**src/rtl/core/ehq_pkg.sv**
```systemverilog
// Shared types, widths and codes of the event min-heap queue.
package ehq_pkg;

    localparam int DEF_CAPACITY = 1024;

    localparam int KEY_W     = 32;
    localparam int KIND_W    = 8;
    localparam int ID_W      = 16;
    localparam int COUNT_W   = 11;
    localparam int STATUS_W  = 2;

    localparam int IN_DATA_W  = 88;
    localparam int OUT_DATA_W = 104;

    localparam logic REQ_INSERT = 1'b0;
    localparam logic REQ_POP    = 1'b1;

    localparam logic [STATUS_W-1:0] ST_OK    = 2'd0;
    localparam logic [STATUS_W-1:0] ST_FULL  = 2'd1;
    localparam logic [STATUS_W-1:0] ST_EMPTY = 2'd2;

    typedef struct packed {
        logic [KEY_W-1:0]  key;
        logic [KIND_W-1:0] kind;
        logic [ID_W-1:0]   subject;
        logic [ID_W-1:0]   object;
        logic [ID_W-1:0]   round;
    } entry_t;

    typedef struct packed {
        logic [STATUS_W-1:0] status;
        entry_t              ev;
        logic [COUNT_W-1:0]  count;
        logic                empty;
    } result_t;

endpackage

```
**src/rtl/core/ehq_ctrl.sv**
```systemverilog
// Heap sequencer: insert with sift-up, pop with sift-down, over the entry store.
module ehq_ctrl
    import ehq_pkg::*;
#(
    parameter int CAPACITY = DEF_CAPACITY,
    parameter int AW       = $clog2(CAPACITY),
    parameter int CW       = $clog2(CAPACITY + 1)
)
(
    input  logic          clk,
    input  logic          rst_n,
    input  logic          in_valid,
    output logic          in_ready,
    input  logic          in_req,
    input  entry_t        in_ev,
    output logic          res_valid,
    input  logic          res_ready,
    output result_t       res,
    output logic          wr_en,
    output logic [AW-1:0] wr_addr,
    output entry_t        wr_data,
    output logic [AW-1:0] rd_addr,
    input  entry_t        rd_data
);

    localparam int IW = CW + 1;

    localparam logic [3:0] S_IDLE     = 4'd0;
    localparam logic [3:0] S_UP_STEP  = 4'd1;
    localparam logic [3:0] S_UP_CMP   = 4'd2;
    localparam logic [3:0] S_POP_ROOT = 4'd3;
    localparam logic [3:0] S_POP_LAST = 4'd4;
    localparam logic [3:0] S_DN_STEP  = 4'd5;
    localparam logic [3:0] S_DN_L     = 4'd6;
    localparam logic [3:0] S_DN_R     = 4'd7;
    localparam logic [3:0] S_FIN      = 4'd8;

    logic [3:0]          state_reg, state_next;
    logic [CW-1:0]       count_reg, count_next;
    logic [AW-1:0]       pos_reg, pos_next;
    entry_t              elem_reg, elem_next;
    entry_t              cand_reg, cand_next;
    logic                cand_child_reg, cand_child_next;
    entry_t              out_ev_reg, out_ev_next;
    logic [STATUS_W-1:0] status_reg, status_next;

    logic [AW-1:0] parent_w;
    logic [IW-1:0] left_w, right_w, count_w;

    assign parent_w = (pos_reg - AW'(1)) >> 1;
    assign left_w   = (IW'(pos_reg) << 1) | IW'(1);
    assign right_w  = left_w + IW'(1);
    assign count_w  = IW'(count_reg);

    always_comb
    begin
        state_next      = state_reg;
        count_next      = count_reg;
        pos_next        = pos_reg;
        elem_next       = elem_reg;
        cand_next       = cand_reg;
        cand_child_next = cand_child_reg;
        out_ev_next     = out_ev_reg;
        status_next     = status_reg;
        wr_en           = 1'b0;
        wr_addr         = pos_reg;
        wr_data         = elem_reg;
        rd_addr         = '0;
        in_ready        = (state_reg == S_IDLE);
        res_valid       = 1'b0;

        case (state_reg)
            S_IDLE:
            begin
                if (in_valid)
                begin
                    elem_next   = in_ev;
                    out_ev_next = '0;
                    status_next = ST_OK;
                    if (in_req == REQ_INSERT)
                    begin
                        if (count_reg == CW'(CAPACITY))
                        begin
                            status_next = ST_FULL;
                            state_next  = S_FIN;
                        end
                        else
                        begin
                            pos_next   = count_reg[AW-1:0];
                            count_next = count_reg + CW'(1);
                            state_next = S_UP_STEP;
                        end
                    end
                    else
                    begin
                        if (count_reg == '0)
                        begin
                            status_next = ST_EMPTY;
                            state_next  = S_FIN;
                        end
                        else
                        begin
                            // root read goes out on the default address
                            count_next = count_reg - CW'(1);
                            state_next = S_POP_ROOT;
                        end
                    end
                end
            end
            S_UP_STEP:
            begin
                if (pos_reg == '0)
                begin
                    wr_en      = 1'b1;
                    state_next = S_FIN;
                end
                else
                begin
                    rd_addr    = parent_w;
                    state_next = S_UP_CMP;
                end
            end
            S_UP_CMP:
            begin
                wr_en = 1'b1;
                if (elem_reg.key < rd_data.key)
                begin
                    wr_data    = rd_data;
                    pos_next   = parent_w;
                    state_next = S_UP_STEP;
                end
                else
                begin
                    state_next = S_FIN;
                end
            end
            S_POP_ROOT:
            begin
                out_ev_next = rd_data;
                if (count_reg == '0)
                begin
                    state_next = S_FIN;
                end
                else
                begin
                    rd_addr    = count_reg[AW-1:0];
                    state_next = S_POP_LAST;
                end
            end
            S_POP_LAST:
            begin
                elem_next  = rd_data;
                pos_next   = '0;
                state_next = S_DN_STEP;
            end
            S_DN_STEP:
            begin
                if (left_w >= count_w)
                begin
                    wr_en      = 1'b1;
                    state_next = S_FIN;
                end
                else
                begin
                    rd_addr    = left_w[AW-1:0];
                    state_next = S_DN_L;
                end
            end
            S_DN_L:
            begin
                if (rd_data.key < elem_reg.key)
                begin
                    cand_next       = rd_data;
                    cand_child_next = 1'b1;
                end
                else
                begin
                    cand_next       = elem_reg;
                    cand_child_next = 1'b0;
                end
                rd_addr    = right_w[AW-1:0];
                state_next = S_DN_R;
            end
            S_DN_R:
            begin
                wr_en = 1'b1;
                if ((right_w < count_w) && (rd_data.key < cand_reg.key))
                begin
                    wr_data    = rd_data;
                    pos_next   = right_w[AW-1:0];
                    state_next = S_DN_STEP;
                end
                else if (cand_child_reg)
                begin
                    wr_data    = cand_reg;
                    pos_next   = left_w[AW-1:0];
                    state_next = S_DN_STEP;
                end
                else
                begin
                    state_next = S_FIN;
                end
            end
            S_FIN:
            begin
                res_valid = 1'b1;
                if (res_ready)
                begin
                    state_next = S_IDLE;
                end
            end
            default:
            begin
                state_next = S_IDLE;
            end
        endcase
    end

    always_comb
    begin
        res.status = status_reg;
        res.ev     = out_ev_reg;
        res.count  = COUNT_W'(count_reg);
        res.empty  = (count_reg == '0);
    end

    always_ff @(posedge clk or negedge rst_n)
    begin
        if (!rst_n)
        begin
            state_reg <= S_IDLE;
            count_reg <= '0;
        end
        else
        begin
            state_reg <= state_next;
            count_reg <= count_next;
        end
    end

    always_ff @(posedge clk)
    begin
        pos_reg        <= pos_next;
        elem_reg       <= elem_next;
        cand_reg       <= cand_next;
        cand_child_reg <= cand_child_next;
        out_ev_reg     <= out_ev_next;
        status_reg     <= status_next;
    end

endmodule

```
**config.mk**
```make
export PLATFORM = sky130hd
export DESIGN_NAME = ehq_ctrl
export DESIGN_NICKNAME = d
export VERILOG_FILES = /design/src/rtl/core/ehq_pkg.sv /design/src/rtl/core/ehq_ctrl.sv
export SDC_FILE = /design/constraint.sdc
export NUM_CORES = 1
export LEC_CHECK = 0
export ABC_AREA = 1
export ABC_CLOCK_PERIOD_IN_PS = 7450
export BUFFER_PORTS_ARGS = -buffer_cell sky130_fd_sc_hd__buf_2
export CAP_MARGIN = 20
export CELL_PAD_IN_SITES_DETAIL_PLACEMENT = 0
export CELL_PAD_IN_SITES_GLOBAL_PLACEMENT = 1
export CORE_ASPECT_RATIO = 1.2
export CORE_MARGIN = 2
export CORE_UTILIZATION = 44
export DETAILED_ROUTE_END_ITERATION = 10
export GPL_TIMING_DRIVEN = 0
export PLACE_DENSITY_LB_ADDON = 0.1
export REMOVE_ABC_BUFFERS = 1
export SLEW_MARGIN = 20
export SYNTH_ARGS = -nofsm -noshare
export SYNTH_HDL_FRONTEND = slang
export SYNTH_SLANG_ARGS = --single-unit
export TNS_END_PERCENT = 30
```
**constraint.sdc**
```tcl
create_clock -name clk -period 7.45 [get_ports clk]
set_input_delay 1.49 -clock clk [delete_from_list [all_inputs] [get_ports clk]]
set_output_delay 1.49 -clock clk [all_outputs]
set_load 0.05 [all_outputs]
```
==> run metrics <==
# resized after CTS 0; starting density of the core 0.446; Final Power 12100 uW; Hold Path Sink count_reg[10]; Core ar. 44900 um^2; synthesized area per cell 7.27 um^2; area grow syn2layout 22.1%; # Max-Cap Violations 0; unrepaired setup endpoints after global routing false; Synth async-reset ratio 0.0514; GPL Wtd Cong 0.917; worst path cell trace nand3_1 -> nor3_1 -> inv_1 -> nor3_1 -> nand2_1 -> o21ai_0 -> inv_1 -> ha_1 -> nand2_1 -> inv_1 -> nor2_1 -> nand3_1 -> nor2_1 -> nand3_2 -> nor2_8 -> buf_12 -> nand2_8 -> buf_16 -> nand2_1 -> nand2_1 -> nand2_1 -> nand3_1 -> buf_2; outcome complete, no violations; H-Tree Depth 2; vias per cell 5.37; post-route setup slack 0.810 ns; clock latency on the worst-skew pair 0.56 ns; Clock Pin Slew Worst Setup and Hold Paths 0.06 ns; 1st-iter DRT viols 1224; post-synth design cell area 20000 um^2; ANT nets after route 0; Hold Vio Cnt, Final 0; M3 GR Usage 0.0559; Worst EP arrival 5.15 ns; placed inst area 23300 um^2; FF+latch count, synth 292; # clock sinks 292; setup slack, reg-to-reg 2.41 ns; vias 20032; post-synth top area share 0.415; met2 GRT Util 0.506; RR Endpoint wr_addr[7]; GRT Util Overall 0.298; Final nets 3360; GRT met1 Usage 0.375; global route hottest layer met2; cell area after layout 24500 um^2; Slew Limit Headroom 0.452; number of flops mapped to enable cells by yosys 277; first-pass GRT wire length 108 mm; LEAKAGE 0.0120 uW; global route overflow 0; worst slew pin tran 0.819 ns; post-synthesis sequential area ratio 0.434; Setup Crit Path Kind reg -> out; Die Y-Extent 238 um; clock buffer depth 3; Tightest Hold Check Type reg -> reg; Top FF cell, synth edfxtp_1; Power Density 493 nW/um^2; Post-Place Setup Slack 1.12 ns; IO Count 394; yosys warns 0; row count 85; Synth area leaders edfxtp_1 42%, nand2_1 21%, nand3_1 7.7%, ha_1 5.9%, o21ai_0 5.8%; Crit-path slowest cell edfxtp_1; Largest stage delay, worst path 0.56 ns; Multi-input gate area 9850 um^2; VDD IR max 0.622 mV; worst reg2reg path depth 20; Sequential Area 8690 um^2; Crit. End Element primary output; Hold Crit Depth 2; CTS Buf Count 36; Filler Cells Inserted 4434; synth unique cells 47; Synth area leader edfxtp_1; HP Start count_reg[10]; startpoint type of the worst setup path flop; pin count of the biggest net entering global routing 109; port bufs 393; final wirelength 71.3 mm; post-cts hold buffer count 0; RR Startpoint wr_addr[2]; antenna violations before repair 15; Final Util 0.545; critical path required time 5.96 ns; router iterations before antenna repair 6; worst-path maximum fanout 62; die area 47200 um^2; layout cell share with drive strength beyond 1 0.169; fin. max-slew vios 0; Die Width 199 um; DP HPWL 46.8 mm; Root Buffer clkbuf_16; Tcrit/Tclk final 0.891; TritonCTS clock tree done; vias in the first global route 19379; most used cell, CP nand2_1; Setup Skew 0.0207 ns; Final setup viols 0; DR WL/cell 19.1 um; post-CTS setup buffer count 0; residual DRC count 0; Cells after Synth 2754; Final Critical Period 6.64 ns; fmax 151 MHz
==> cell type report <==
cell class,instances,area share
diodes,17,0.00174
clock buffers,43,0.0388
clock inverters,18,0.00675
inverters,232,0.0362
multi-input cells,2071,0.403
flip-flops and latches,292,0.356
well taps,609,0.0312
repair buffers,450,0.127
==> where the power goes <==
group,total [uW],switching (uW),internal [uW],leakage [uW]
logic,7400,5500,1890,0.00870
clock network,1730,722,1010,0.000549
registers,2930,362,2570,0.00279
==> placed cells by master, fill, tap and decap left out, types with 9 or more instances in the layout <==
| cell | instances |
|---|---|
| nand2_1 | 1142 |
| buf_2 | 393 |
| nand3_1 | 309 |
| edfxtp_1 | 277 |
| o21ai_0 | 232 |
| inv_1 | 225 |
| nor2_1 | 138 |
| ha_1 | 95 |
| a21oi_1 | 43 |
| clkbuf_16 | 37 |
| buf_16 | 26 |
| xor2_1 | 20 |
| nand4_1 | 20 |
| diode_2 | 17 |
| dfrtp_1 | 15 |
| buf_4 | 11 |
| nor3_1 | 9 |
| buf_12 | 9 |
==> Yosys cell counts, types with 2 or more instances <==
master,count
o21bai_1,5
inv_2,3
buf_6,4
nand3_2,2
a21oi_1,43
o21ai_0,232
o221ai_1,3
o2111ai_1,3
inv_1,227
ha_1,95
edfxtp_1,277
buf_4,4
xor2_1,20
nand3_1,309
nor3_1,10
nor2_1,141
buf_1,10
xnor2_1,2
o21a_1,5
clkinv_1,2
or2_2,2
a22oi_1,4
nand4_1,20
dfrtp_1,15
buf_2,47
nand2_1,1145
clkbuf_1,94
a31oi_1,2
nand2_2,3
o21ai_1,2
o211ai_1,7
==> worst max path at each step <==
stage / slack (ns) / start / endpoint
6_report: 0.81 / wr_addr[2] / wr_data[60]
5_1_grt: 0.38 / wr_addr[2] / wr_data[87]
4_1_cts: 0.78 / wr_addr[2] / wr_data[60]
3_5_place_dp: 1.12 / rd_data[87] / wr_data[53]
3_3_place_gp: -33.60 / state_reg[3] / wr_en
2_1_floorplan: -5.46 / state_reg[3] / wr_en
==> per-layer routing <==
metal	wire [um]	vias to the layer above
li1	-	9715
met1	28400	9404
met2	34600	783
met3	6030	128
met4	2260	2
met5	13	-
==> through the flow <==
stage	hold WS [ns]	setup TNS, ns	cells
finish	0.550	0	3732
global route	0.611	0	3728
CTS	0.552	0	3715
detailed placement	0.538	0	3654
global placement	0.529	-4476.95	3597
floorplan	0.539	-505.26	2595
==> kinds of logic (layout without fill, tap and decap cells) <==
| group | count (synthesis) | in the layout | share of synthesized area |
|---|---|---|---|
| compound gates | 314 | 314 | 0.0839 |
| xor+xnor | 22 | 22 | 0.00962 |
| fa+ha+maj | 96 | 96 | 0.0604 |
| buf+inv | 391 | 743 | 0.0785 |
| flops | 292 | 292 | 0.434 |
| other cells | 0 | 17 | 0 |
| simple gates | 1639 | 1639 | 0.334 |
==> critical path, delay by kind of cell, from the launching register on <==
family / cells / cell delay [ns]
AND/OR/NAND/NOR: 15 / 2.53
buffers and inverters: 6 / 1.09
flip-flops: 1 / 0.56
adder cells (fa/ha/maj): 1 / 0.30
AO/OA/AOI/OAI: 1 / 0.08
Power figures use the tool's default switching activity.
